==> config.mk <==
export PLATFORM = sky130hd
export DESIGN_NAME = encoder_position_p_controller_unit
export DESIGN_NICKNAME = d
export VERILOG_FILES = /design/src/rtl/epc_pkg.sv /design/src/rtl/encoder_position_p_controller_unit.sv
export SDC_FILE = /design/constraint.sdc
export NUM_CORES = 1
export LEC_CHECK = 0
export BUFFER_PORTS_ARGS = -buffer_cell sky130_fd_sc_hd__buf_2
export CORE_MARGIN = 5
export CORE_UTILIZATION = 46
export DETAILED_ROUTE_END_ITERATION = 10
export PLACE_DENSITY_LB_ADDON = 0.25
export SYNTH_ARGS = -nofsm -noshare
export SYNTH_HDL_FRONTEND = slang
export SYNTH_SLANG_ARGS = --single-unit
==> constraint.sdc <==
create_clock -name clk -period 20.4 [get_ports clk]
set_clock_uncertainty 0.05 [all_clocks]
set_input_delay 0 -clock clk [delete_from_list [all_inputs] [get_ports clk]]
set_output_delay 0 -clock clk [all_outputs]
set_load 0.01 [all_outputs]
==> src/rtl/epc_pkg.sv <==
// Package for the encoder position controller: item types, request codes,
// sequencer states and controller constants. No dependencies.
`timescale 1ns / 1ps

package epc_pkg;

  // Duty range of the PWM timer
  localparam int PWM_TOP = 400;
  localparam int DUTY_W  = 9;

  // Width of the configuration register index and data
  localparam int CFG_IDX_W  = 3;
  localparam int CFG_DATA_W = 32;

  // Configuration register indexes
  localparam logic [CFG_IDX_W-1:0] REG_TARGET    = 3'd0;
  localparam logic [CFG_IDX_W-1:0] REG_TOLERANCE = 3'd1;
  localparam logic [CFG_IDX_W-1:0] REG_GAIN      = 3'd2;
  localparam logic [CFG_IDX_W-1:0] REG_DB_FWD    = 3'd3;
  localparam logic [CFG_IDX_W-1:0] REG_DB_REV    = 3'd4;
  localparam logic [CFG_IDX_W-1:0] REG_SCALE_FWD = 3'd5;
  localparam logic [CFG_IDX_W-1:0] REG_SCALE_REV = 3'd6;

  // Request codes carried in req_type
  localparam logic [1:0] REQ_EDGE_A = 2'd0;
  localparam logic [1:0] REQ_EDGE_B = 2'd1;
  localparam logic [1:0] REQ_TICK   = 2'd2;
  localparam logic [1:0] REQ_CLEAR  = 2'd3;

  // Largest effort magnitudes after 16-bit signed saturation
  localparam logic [15:0] EFFORT_POS_MAX = 16'h7FFF;
  localparam logic [15:0] EFFORT_NEG_MAX = 16'h8000;

  typedef struct packed {
    logic [1:0] req_type;
    logic       level_a;
    logic       level_b;
  } in_item_t;

  typedef struct packed {
    logic signed [31:0]     position;
    logic [DUTY_W-1:0]      duty;
    logic                   clockwise;
    logic                   at_target;
  } out_item_t;

  // Sequencer states
  typedef enum logic [2:0] {
    S_IDLE,
    S_ERR,
    S_ABS,
    S_MUL1,
    S_SAT,
    S_MUL2,
    S_FIN,
    S_SEND
  } state_t;

endpackage

==> src/rtl/encoder_position_p_controller_unit.sv <==
// Encoder position controller top level: quadrature count, proportional law
// and result register. Depends on epc_pkg.
`timescale 1ns / 1ps

// Usage
//   Input channel (in_valid / in_stall / in_item): one item per encoder edge
//   on A or B, per control tick, or per clear of the count. Each item gives
//   exactly one result on the output channel (out_valid / out_stall /
//   out_item): position, duty, direction and at-target flag after the item.
//   Edge and clear items go straight to the send step, which loads the result
//   register once the output is free. A tick runs error subtract, magnitude and
//   compare, and goes to the send step when the error is within tolerance;
//   otherwise one 16x16 multiplier is used twice (gain times error, then
//   saturated effort times Q16 scale) before the deadband add and clamp.
//   in_stall is high from acceptance until the result is loaded, so no new
//   item is taken before the result of the one before is loaded.
//   The result register is loaded only once the previous result is taken, so
//   a stall on the output holds the result and, after one more item has been
//   worked, stalls the input as well. Configuration writes through cfg_we /
//   cfg_index / cfg_data apply at once and are meant for idle periods.
//   Synchronous reset clears the count, duty, direction and flag and loads
//   the default gain, tolerance, deadband and scale values.
module encoder_position_p_controller_unit
  import epc_pkg::*;
(
  input  logic                  clk,
  input  logic                  rst,
  input  logic                  in_valid,
  output logic                  in_stall,
  input  in_item_t              in_item,
  output logic                  out_valid,
  input  logic                  out_stall,
  output out_item_t             out_item,
  input  logic                  cfg_we,
  input  logic [CFG_IDX_W-1:0]  cfg_index,
  input  logic [CFG_DATA_W-1:0] cfg_data
);

  // Configuration registers
  logic signed [31:0] target_position;
  logic [15:0]        position_tolerance;
  logic [7:0]         proportional_gain;
  logic [8:0]         deadband_forward;
  logic [8:0]         deadband_reverse;
  logic [15:0]        scale_forward_q16;
  logic [15:0]        scale_reverse_q16;

  // Controller state
  logic signed [31:0] encoder_count;
  logic [DUTY_W-1:0]  duty_hold;
  logic               direction_hold;
  logic               settled_flag;

  // Sequencer and working registers
  state_t             state;
  state_t             state_next;
  logic signed [32:0] pos_error;
  logic               err_neg;
  logic [15:0]        err_mag;
  logic [15:0]        eff_mag;
  logic               eff_zero;
  logic [31:0]        prod;

  // Combinational helpers
  logic               in_accept;
  logic               out_accept;
  logic               same_level;
  logic [32:0]        err_abs;
  logic               within_tol;
  logic [15:0]        mul_a;
  logic [15:0]        mul_b;
  logic [31:0]        mul_p;
  logic [15:0]        eff_lim;
  logic [8:0]         db_sel;
  logic [16:0]        duty_sum;
  logic [DUTY_W-1:0]  duty_clamped;

  assign in_stall   = (state != S_IDLE);
  assign in_accept  = in_valid && !in_stall;
  assign out_accept = out_valid && !out_stall;
  assign same_level = (in_item.level_a == in_item.level_b);

  // Error magnitude, tolerance test and clamp to the saturating range
  assign err_abs    = pos_error[32] ? 33'(-pos_error) : 33'(pos_error);
  assign within_tol = (err_abs <= {17'd0, position_tolerance});

  // Shared multiplier: gain times error, then effort times scale
  always_comb begin
    if (state == S_MUL2) begin
      mul_a = eff_mag;
      mul_b = err_neg ? scale_reverse_q16 : scale_forward_q16;
    end else begin
      mul_a = err_mag;
      mul_b = {8'd0, proportional_gain};
    end
  end
  assign mul_p = mul_a * mul_b;

  // Saturation limit and deadband add with clamp
  assign eff_lim  = err_neg ? EFFORT_NEG_MAX : EFFORT_POS_MAX;
  assign db_sel   = err_neg ? deadband_reverse : deadband_forward;
  assign duty_sum = {1'b0, prod[31:16]} + {8'd0, db_sel};
  assign duty_clamped = (duty_sum > 17'(PWM_TOP)) ? DUTY_W'(PWM_TOP) : duty_sum[DUTY_W-1:0];

  // Next state
  always_comb begin
    state_next = state;
    case (state)
      S_IDLE: begin
        if (in_accept) begin
          state_next = (in_item.req_type == REQ_TICK) ? S_ERR : S_SEND;
        end
      end
      S_ERR:  state_next = S_ABS;
      S_ABS:  state_next = within_tol ? S_SEND : S_MUL1;
      S_MUL1: state_next = S_SAT;
      S_SAT:  state_next = S_MUL2;
      S_MUL2: state_next = S_FIN;
      S_FIN:  state_next = S_SEND;
      S_SEND: begin
        if (!out_valid || !out_stall) begin
          state_next = S_IDLE;
        end
      end
      default: state_next = S_IDLE;
    endcase
  end

  // State register
  always_ff @(posedge clk) begin
    if (rst) begin
      state <= S_IDLE;
    end else begin
      state <= state_next;
    end
  end

  // Configuration writes; indexes beyond the list are dropped
  always_ff @(posedge clk) begin
    if (rst) begin
      target_position    <= 32'sd0;
      position_tolerance <= 16'd5;
      proportional_gain  <= 8'd2;
      deadband_forward   <= 9'd251;
      deadband_reverse   <= 9'd218;
      scale_forward_q16  <= 16'd24445;
      scale_reverse_q16  <= 16'd29819;
    end else if (cfg_we) begin
      case (cfg_index)
        REG_TARGET:    target_position    <= $signed(cfg_data);
        REG_TOLERANCE: position_tolerance <= cfg_data[15:0];
        REG_GAIN:      proportional_gain  <= cfg_data[7:0];
        REG_DB_FWD:    deadband_forward   <= cfg_data[8:0];
        REG_DB_REV:    deadband_reverse   <= cfg_data[8:0];
        REG_SCALE_FWD: scale_forward_q16  <= cfg_data[15:0];
        REG_SCALE_REV: scale_reverse_q16  <= cfg_data[15:0];
        default: ;
      endcase
    end
  end

  // Count update on accepted edge and clear items
  always_ff @(posedge clk) begin
    if (rst) begin
      encoder_count <= 32'sd0;
    end else if (in_accept) begin
      case (in_item.req_type)
        REQ_EDGE_A: encoder_count <= same_level ? encoder_count - 32'sd1
                                                : encoder_count + 32'sd1;
        REQ_EDGE_B: encoder_count <= same_level ? encoder_count + 32'sd1
                                                : encoder_count - 32'sd1;
        REQ_CLEAR:  encoder_count <= 32'sd0;
        default: ;
      endcase
    end
  end

  // Controller outputs held between ticks
  always_ff @(posedge clk) begin
    if (rst) begin
      duty_hold      <= '0;
      direction_hold <= 1'b0;
      settled_flag   <= 1'b0;
    end else begin
      case (state)
        S_ABS: begin
          settled_flag <= within_tol;
          if (within_tol) begin
            duty_hold      <= '0;
            direction_hold <= 1'b0;
          end
        end
        S_FIN: begin
          duty_hold      <= eff_zero ? '0 : duty_clamped;
          direction_hold <= err_neg && !eff_zero && (duty_sum != 17'd0);
        end
        default: ;
      endcase
    end
  end

  // Tick datapath: one step per state
  always_ff @(posedge clk) begin
    case (state)
      S_ERR: begin
        pos_error <= 33'(target_position) - 33'(encoder_count);
      end
      S_ABS: begin
        err_neg <= pos_error[32];
        err_mag <= (err_abs > 33'd32768) ? EFFORT_NEG_MAX : err_abs[15:0];
      end
      S_MUL1: begin
        prod <= mul_p;
      end
      S_SAT: begin
        eff_zero <= (prod == 32'd0);
        eff_mag  <= (prod > {16'd0, eff_lim}) ? eff_lim : prod[15:0];
      end
      S_MUL2: begin
        prod <= mul_p;
      end
      default: ;
    endcase
  end

  // Result register: load once the previous item is gone, drop when taken
  always_ff @(posedge clk) begin
    if (rst) begin
      out_valid <= 1'b0;
    end else if (state == S_SEND && (!out_valid || !out_stall)) begin
      out_valid <= 1'b1;
    end else if (out_accept) begin
      out_valid <= 1'b0;
    end
  end

  always_ff @(posedge clk) begin
    if (state == S_SEND && (!out_valid || !out_stall)) begin
      out_item.position  <= encoder_count;
      out_item.duty      <= duty_hold;
      out_item.clockwise <= direction_hold;
      out_item.at_target <= settled_flag;
    end
  end

endmodule
==> results of run 1 <==
==> worst reg2reg max path: cells and delay by family (launching register included) <==
family | cells | cell delay, ns
adder cells (fa/ha/maj) | 7 | 3.44
AO/OA/AOI/OAI | 8 | 2.83
AND/OR/NAND/NOR | 5 | 1.10
buffers and inverters | 2 | 0.36
flip-flops | 1 | 0.60
==> through the flow <==
step / instance area, µm² / std cells / worst slack, ns / utilization (%)
2_1_floorplan: 24400 / 2752 / 12.94 / -
3_3_place_gp: 25600 / 3449 / 12.19 / 48.6
3_5_place_dp: 25600 / 3449 / 12.04 / 48.6
4_1_cts: 27300 / 3568 / 11.98 / 51.9
5_1_grt: 27300 / 3568 / 11.52 / 51.9
6_report: 27300 / 3568 / 11.91 / 51.9
==> flip-flops by register name, indices dropped and copies added (netlist names) <==
register	count
out_item	43
proportional_gain	8
position_tolerance	16
scale_reverse_q16	16
target_position	32
duty_hold	9
pos_error	33
direction_hold	1
eff_zero	1
eff_mag	16
deadband_forward	9
err_neg	1
scale_forward_q16	16
state	3
deadband_reverse	9
prod	32
err_mag	16
out_valid	1
encoder_count	32
settled_flag	1
==> Yosys cell counts (10+ instances only) <==
library cell	number	area, µm²
a211oi_1	15	113
a21o_1	32	240
a21oi_1	157	786
a22oi_1	16	120
a31oi_1	13	81.3
and2_1	24	150
and3_1	21	131
buf_1	10	37.5
clkbuf_1	97	364
dfxtp_1	153	3060
edfxtp_1	142	4260
fa_1	196	3920
ha_1	181	2260
inv_1	332	1250
mux2_2	30	338
mux2i_1	36	360
nand2_1	439	1650
nand2b_1	25	156
nand3_1	56	280
nand3b_1	36	270
nand4_1	17	106
nor2_1	223	837
nor2b_1	31	194
nor3_1	59	295
nor4_1	33	206
o21a_1	24	180
o21ai_0	70	350
o21bai_1	10	75.1
o22ai_1	14	87.6
or2_2	11	68.8
or3_1	11	68.8
or4_1	13	97.6
xnor2_1	64	561
xor2_1	24	210
==> area by class of cell <==
type	instances	share of cell area, %
Inverter	332	4.57
Clock inverter	16	0.647
Multi-Input combinational cell	2014	56.6
Sequential cell	295	26.9
Clock buffer	48	3.69
Tap cell	688	3.15
Timing Repair Buffer	175	4.52
==> logic make-up (layout without fill, tap and decap cells) <==
group | Yosys count | in the layout | synth area share (%)
and+or+nand+nor | 1032 | 1032 | 19.8
AOI/OAI and AO/OA | 451 | 451 | 11.9
buffers and inverters | 443 | 571 | 6.90
adders and majority gates | 377 | 377 | 25.4
DFF | 295 | 295 | 30.0
xor gates and xnor gates | 88 | 88 | 3.16
muxes | 66 | 66 | 2.86
==> routing by layer <==
layer | up-vias | track usage (%)
met3 | 167 | 3.25
li1 | 9531 | -
met1 | 9861 | 31.4
met5 | - | 0
met2 | 714 | 40.7
met4 | 2 | 10.2
==> how the worst max path moves through the flow <==
stage                     startpoint       end  slack (ns)  cells past startpoint
after floorplan              err_neg  prod[24]       12.94                     22
after global routing        state[2]  prod[23]       11.52                     23
final                       state[2]  prod[23]       11.91                     22
after detailed placement    state[2]  prod[23]       12.04                     22
after CTS                   state[2]  prod[23]       11.98                     22
after global placement      state[2]  prod[24]       12.19                     23
==> repair_timing <==
item / CTS / global route
buffers inserted: 0 / 0
resized for setup: 0 / 0
endpoints found under the hold margin: 141 / 0
hold buffers: 55 / 0
==> power groups by stage <==
| stage | Sequential (mW) | Clock (mW) | Combinational, mW |
|---|---|---|---|
| after floorplan | 0.741 | 0 | 0.701 |
| after global placement | 0.768 | 0 | 0.948 |
| after detailed placement | 0.768 | 0 | 0.965 |
| after CTS | 0.757 | 0.661 | 0.987 |
| after global routing | 0.764 | 0.687 | 1.10 |
| final | 0.759 | 0.645 | 0.996 |
==> qor.csv, run 1 <==
metric,value,unit
die_h,240,µm
wl_met3,4480,µm
io_pins,89,
grt_pass1_vias,20100,
layout_commonest_cell,nand2_1,
min-delay-start,cfg_index[0],
hold_class,input port to flop,
reg2reg_setup_slack,11.91,ns
cp_cell_sequence,nand2_1 -> or2_2 -> buf_4 -> o21ai_0 -> nand2_1 -> fa_1 -> fa_1 -> fa_1 -> fa_1 -> inv_1 -> fa_1 -> fa_1 -> ha_1 -> a21o_1 -> a21o_1 -> a21o_1 -> a21oi_1 -> and2_1 -> o21a_1 -> o21ai_0 -> a2111oi_0 -> nand3b_1,
crit_type,flop to flop,
r2r_cells,22,
dieArea,57800,µm²
ys_ff_latch,295,
timing.fmax,118,MHz
dr.first_iter.drc_count,1441,
coreArea,52600,µm²
reg2reg_from,state[2],
rsz0062_at_grt,no,
routed.top_layer,met5,
layout_common_cells,"nand2_1 (439), inv_1 (332), nor2_1 (221)",
leakagePower,11.8,nW
cap_violations,0,
p_int,1.46,mW
relSlewSlack,7.20,%
status,finished clean,
htree_levels,2,
crit_family,adder cells,
syn_to_final_growth,11.8,%
tritoncts,built,
synth_ff_type,dfxtp_1,
setup_viol,0,
yosysWarnings,0,
wl_per_cell,19.8,µm
grt_max_degree,93,
multi_input_area,15400,µm²
r2r-end,prod[23],
worst_path_max_delay_cell,o21ai_0,
n_antenna_cell,0,
p_sw,0.938,mW
power,2.40,mW
routabilityCongestion,1.02,
antenna_found_initial,1,
crit_fanout,51,
syn-num-nets,3173,
p_per_area,88.0,nW/µm²
critical_path_arrival,8.86,ns
fin_nets,3274,
numCtsBuffers,35,
max_stage_delay,1.14,ns
synth_cells,2752,
wl_met1,28500,µm
synthArstFlopShare,0,%
grtUsageTotal,24.1,%
period_share,41.6,%
slew_violations,0,
p_comb_share,41.5,%
start_util,46.4,%
cp_common_cell,fa_1,
p_clk_share,26.9,%
cts_root_buf,clkbuf_16,
grt_pass1_wl,110000,µm
p_seq_share,31.6,%
port_buffers,88,
syn_area,24400,µm²
n_fill_cell,4799,
synth_edf_count,142,
drcViolationCount,0,
path_clk_slew,0.07,ns
first_pass_iters,6,
hold_ws,0.0822,ns
hold_end,target_position[12],
end_kind,flop,
fin_setup_tns,0,ns
chipWidth,240,µm
hold_viol_final,0,
syn_avg_cell_area,8.87,µm²
yosysSeqAreaShare,30.0,%
holdPathStages,5,
worst_slew_pin_slew,1.38,ns
grt.overflow.total,0,
wirelength,70600,µm
crit_buf_inv,2,
cts_sinks,295,
synth_cell_types,81,
switching_share,39.1,%
dr_total_vias,20300,
hpwlAfterDp,54400,µm
worst_setup_path_start_kind,flop,
seq_area,7330,µm²
rows,84,
via_per_inst,5.68,
max-vdd-ir-drop,0.0588,mV
clk_latency,0.56,ns
clock_path_buffers,3,
drive_above_1_share,8.51,%
route.met2.wl,34200,µm
ant_nets,0,
period_minus_slack,8.49,ns
worstPathRequired,20.77,ns
Power figures use the tool's default switching activity.
==> run 2: changes to the inputs <==
Clock period 20.4 ns to 7.3 ns, I/O delays scaled along.
==> qor.csv, run 2 (synthesis results as in run 1) <==
metric,value,unit,change
p_per_area,246,nW/µm²,was 88.0 nW/µm²
grt_pass1_wl,114000,µm,"was 110,000 µm"
max-vdd-ir-drop,0.202,mV,was 0.0588 mV
max_flop_register,out_item,,unchanged
dr.first_iter.drc_count,1637,,"was 1,441"
io_pins,89,,unchanged
max_stage_delay,0.56,ns,was 1.14 ns
ant_nets,0,,unchanged
clock_path_buffers,3,,unchanged
grtUsageTotal,25.1,%,was 24.1%
fin_nets,3356,,"was 3,274"
die_h,240,µm,unchanged
setup_viol,0,,unchanged
crit_family,adder cells,,unchanged
period_share,96.9,%,was 41.6%
end_kind,flop,,unchanged
port_buffers,88,,unchanged
cp_common_cell,fa_1,,unchanged
drive_above_1_share,11.1,%,was 8.51%
cts_root_buf,clkbuf_16,,unchanged
n_fill_cell,4838,,"was 4,799"
slew_violations,0,,unchanged
coreArea,52600,µm²,unchanged
n_antenna_cell,0,,unchanged
hpwlAfterDp,57600,µm,"was 54,400 µm"
crit_fanout,35,,was 51
status,finished clean,,unchanged
numCtsBuffers,34,,was 35
cts_sinks,295,,unchanged
period_minus_slack,7.07,ns,was 8.49 ns
grt_max_degree,95,,was 93
fin_setup_tns,0,ns,unchanged
critical_path_arrival,7.35,ns,was 8.86 ns
fin_cells,3649,,"was 3,568"
rsz0062_at_grt,no,,unchanged
cap_violations,0,,unchanged
hold_class,input port to flop,,unchanged
wl_per_cell,20.2,µm,was 19.8 µm
largestRegisters,"out_item (43), pos_error (33)",,unchanged
rows,84,,unchanged
timing.fmax,141,MHz,was 118 MHz
worst_setup_path_start_kind,flop,,unchanged
path_clk_slew,0.06,ns,was 0.07 ns
post-route-util,53.1,%,was 51.9%
dieArea,57800,µm²,unchanged
chipWidth,240,µm,unchanged
htree_levels,2,,unchanged
routabilityCongestion,1.00,,was 1.02
hold_viol_final,0,,unchanged
layout_common_cells,"nand2_1 (437), inv_1 (332), nor2_1 (220)",,"was nand2_1 (439), inv_1 (332), nor2_1 (221)"
clk_latency,0.56,ns,about the same
dp_cells,3527,,"was 3,449"
relSlewSlack,19.6,%,was 7.20%
antenna_found_initial,2,,was 1
hold_ws,0.106,ns,was 0.0822 ns
wirelength,73700,µm,"was 70,600 µm"
worst_path_max_delay_cell,fa_1,,was o21ai_0
drcViolationCount,0,,unchanged
tritoncts,built,,unchanged
crit_buf_inv,9,,was 2
start_util,46.4,%,unchanged
power,6.88,mW,was 2.40 mW
grt.overflow.total,0,,unchanged
dr_total_vias,20800,,"was 20,300"
worstPathRequired,7.58,ns,was 20.77 ns
crit_type,flop to flop,,unchanged
leakagePower,12.2,nW,was 11.8 nW
first_pass_iters,5,,was 6
worst_slew_pin_slew,1.21,ns,was 1.38 ns
grt_pass1_vias,20600,,"was 20,100"
layout_commonest_cell,nand2_1,,unchanged
syn_to_final_growth,14.4,%,was 11.8%
via_per_inst,5.69,,was 5.68
largest_reg_flops,43,,unchanged
-- run 2: changes by cell type in the layout (fill, tap and decap cells not counted), moves of 2 or more --
cell / change
inv_4: -2
dlygate4sd3_1: +2
mux2i_1: -2
nand2_1: -2
clkbuf_1: +2
clkinvlp_4: +2
clkbuf_8: -4
nand2_2: +2
buf_4: +79
mux2i_2: +2
-- run 2: report_power, final --
| group | internal, mW | total (mW) | switching (mW) |
|---|---|---|---|
| Clock | 1.03 | 1.77 | 0.739 |
| Combinational | 1.25 | 2.99 | 1.75 |
| Sequential | 1.96 | 2.11 | 0.155 |
-- run 2: worst register-to-register path, delay by kind of cell, from the launching register on --
| kind | cells | cell delay (ns) |
|---|---|---|
| fa+ha+maj | 7 | 3.49 |
| flops | 1 | 0.31 |
| simple gates | 5 | 0.79 |
| compound gates | 3 | 0.81 |
| mux | 1 | 0.25 |
| buf+inv | 9 | 1.15 |
-- run 2: path summary, 6_finish.rpt --
| path | from | endpoint | slack [ns] | cells after the start |
|---|---|---|---|---|
| setup reg to reg | state[1] | prod[30] | 0.23 | 25 |
| setup / recovery | state[1] | prod[30] | 0.23 | 25 |
| hold reg to reg | duty_hold[6] | out_item[8] | 0.39 | 0 |
| hold / removal | cfg_index[2] | deadband_reverse[8] | 0.11 | 5 |
-- run 2: timing repair --
| item | 4_1_cts | 5_1_grt |
|---|---|---|
| resized for setup | 1 | 9 |
| setup endpoints to repair | 1 | 10 |
| endpoints found under the hold margin | 139 | 0 |
| buffers inserted | 3 | 0 |
| hold buffers | 57 | 0 |
-- run 2: routing by layer --
metal	vias to the layer above	routed length, µm	GRT usage (%)	share of wire (%)
met2	720	36400	43.1	49
met1	10200	29800	32.2	40
met5	-	20	0	0.027
li1	9689	-	-	-
met3	163	4240	3.60	5.8
met4	4	3200	9.58	4.3
-- run 2: layout make-up --
cell class	instances	area (µm²)	share of cell area, %
Clock buffer	47	983	3.52
Inverter	332	1250	4.46
Timing Repair Buffer	258	1880	6.73
Tap cell	688	861	3.08
Sequential cell	295	7330	26.2
Multi-Input combinational cell	2014	15500	55.4
Clock inverter	15	159	0.569
-- run 2: stage by stage --
step                      worst slack (ns)  cell area [µm²]
after floorplan                     0.0597            24400
after detailed placement           -0.0592            26200
after global routing               0.00492            27900
after CTS                          0.00724            27900
after global placement              0.0318            26200
final                                0.229            27900
==> run 3: changes to the inputs <==
Settings changed: CTS_BUF_LIST set to sky130_fd_sc_hd__clkbuf_4 sky130_fd_sc_hd__clkbuf_8.
==> qor.csv, run 3 (synthesis results as in run 1) <==
metric,value,unit,change
slew_violations,0,,unchanged
numCtsBuffers,51,,was 34
reg2reg_from,state[1],,unchanged
drcViolationCount,0,,unchanged
hold_class,input port to flop,,unchanged
antenna_found_initial,3,,was 2
port_buffers,88,,unchanged
crit_family,adder cells,,unchanged
setup_viol,0,,unchanged
max_flop_register,out_item,,unchanged
min-delay-start,in_item[2],,was cfg_index[2]
hpwlAfterDp,57600,µm,unchanged
first_pass_iters,6,,was 5
crit_fanout,35,,unchanged
wl_per_cell,20.0,µm,was 20.2 µm
chipWidth,240,µm,unchanged
dieArea,57800,µm²,unchanged
period_minus_slack,6.97,ns,was 7.07 ns
grtUsageTotal,25.2,%,was 25.1%
clk_latency,0.65,ns,was 0.56 ns
syn_to_final_growth,15.1,%,was 14.4%
htree_levels,2,,unchanged
end_kind,flop,,unchanged
layout_commonest_cell,nand2_1,,unchanged
cap_violations,0,,unchanged
grt_pass1_wl,115000,µm,"was 114,000 µm"
place_area,26200,µm²,unchanged
coreArea,52600,µm²,unchanged
start_util,46.4,%,unchanged
cts_sinks,295,,unchanged
rsz0062_at_grt,no,,unchanged
cts_root_buf,clkbuf_8,,was clkbuf_16
crit_start,state[1],,unchanged
fin_cells,3698,,"was 3,649"
rows,84,,unchanged
crit_buf_inv,6,,was 9
fin_nets,3386,,"was 3,356"
period_share,95.5,%,was 96.9%
worst_setup_path_start_kind,flop,,unchanged
p_per_area,244,nW/µm²,was 246 nW/µm²
max-vdd-ir-drop,0.174,mV,was 0.202 mV
clock_path_buffers,3,,unchanged
largest_reg_flops,43,,unchanged
timing.fmax,143,MHz,was 141 MHz
routabilityCongestion,1.00,,unchanged
power,6.86,mW,was 6.88 mW
final_area,28100,µm²,"was 27,900 µm²"
status,finished clean,,unchanged
cp_cell_sequence,buf_4 -> nor2_4 -> buf_12 -> buf_4 -> nand2_1 -> nand2_1 -> nand2_1 -> fa_1 -> fa_1 -> fa_1 -> inv_1 -> fa_1 -> fa_1 -> inv_1 -> fa_1 -> inv_1 -> ha_1 -> and4_1 -> o2111ai_1 -> and2_1 -> o2111a_1 -> o31a_1 -> o21ai_0 -> xnor2_1,,
max_stage_delay,0.56,ns,about the same
grt_pass1_vias,21000,,"was 20,600"
layout_common_cells,"nand2_1 (437), inv_1 (332), nor2_1 (220)",,unchanged
n_fill_cell,4840,,"was 4,838"
grt_max_degree,95,,unchanged
worst_path_max_delay_cell,fa_1,,unchanged
largestRegisters,"out_item (43), pos_error (33)",,unchanged
relSlewSlack,20.5,%,was 19.6%
hold_ws,0.118,ns,was 0.106 ns
path_clk_slew,0.06,ns,about the same
critical_path_arrival,7.31,ns,was 7.35 ns
dr_total_vias,21000,,"was 20,800"
worstPathRequired,7.63,ns,was 7.58 ns
cp_common_cell,fa_1,,unchanged
fin_setup_tns,0,ns,unchanged
via_per_inst,5.68,,was 5.69
leakagePower,12.3,nW,was 12.2 nW
ant_nets,0,,unchanged
wirelength,74100,µm,"was 73,700 µm"
io_pins,89,,unchanged
crit_type,flop to flop,,unchanged
grt.overflow.total,0,,unchanged
die_h,240,µm,unchanged
worst_slew_pin_slew,1.19,ns,was 1.21 ns
tritoncts,built,,unchanged
hold_viol_final,0,,unchanged
dr.first_iter.drc_count,1588,,"was 1,637"
drive_above_1_share,12.1,%,was 11.1%
dp_cells,3527,,unchanged
## run 3: cell types whose count changed in the layout (fill, tap and decap cells not counted), sizes merged
cell	change
bufinv	+5
clkbuf	+22
clkinv	+10
clkinvlp	-1
diode	+2
dlygate4sd3	+13
inv	-2
## run 3: worst paths after layout
path,end,slack (ns),cells past startpoint
max,prod[31],0.33,24
min reg2reg,out_item[4],0.38,0
min,state[2],0.12,6
max reg2reg,prod[31],0.33,24
## run 3: metrics by stage
step                      util, %  worst slack [ns]
after floorplan                 -            0.0597
after global placement       49.8            0.0318
after detailed placement     49.8           -0.0592
after CTS                    53.4            0.0449
after global routing         53.4            0.0133
final                        53.5             0.325
## run 3: report_power, final
part           switching, mW  internal (mW)  total [mW]
sequential             0.155           1.96        2.11
clock                  0.737           1.02        1.76
combinational           1.74           1.25        2.99
## run 3: repair_timing
action,CTS,global route
setup buffers,3,0
setup endpoints to repair,1,10
gates resized for setup,1,6
hold buffers,70,0
endpoints found under the hold margin,139,0
## run 3: worst min-delay path, stage by stage
cell and delay (ns):
buf_2 0.15, inv_1 0.15, a31oi_1 0.17, nor2_1 0.05, a21oi_1 0.11, o21a_1 0.11
## run 3: metal layers
metal | wire length, µm | track usage, %
met1 | 29600 | 32.1
met2 | 36300 | 42.9
met3 | 4630 | 3.96
met4 | 3510 | 10.9
met5 | 9 | 0
## run 3: layout make-up
cell class	instances	area [µm²]	share of cell area, %
antenna	2	5.00	0.0178
clock buffer	69	856	3.05
clock inverter	27	327	1.16
inverter	332	1250	4.44
multi-input combinational	2014	15500	55.1
sequential	295	7330	26.1
tap	688	861	3.06
timing repair buffer	271	2000	7.14
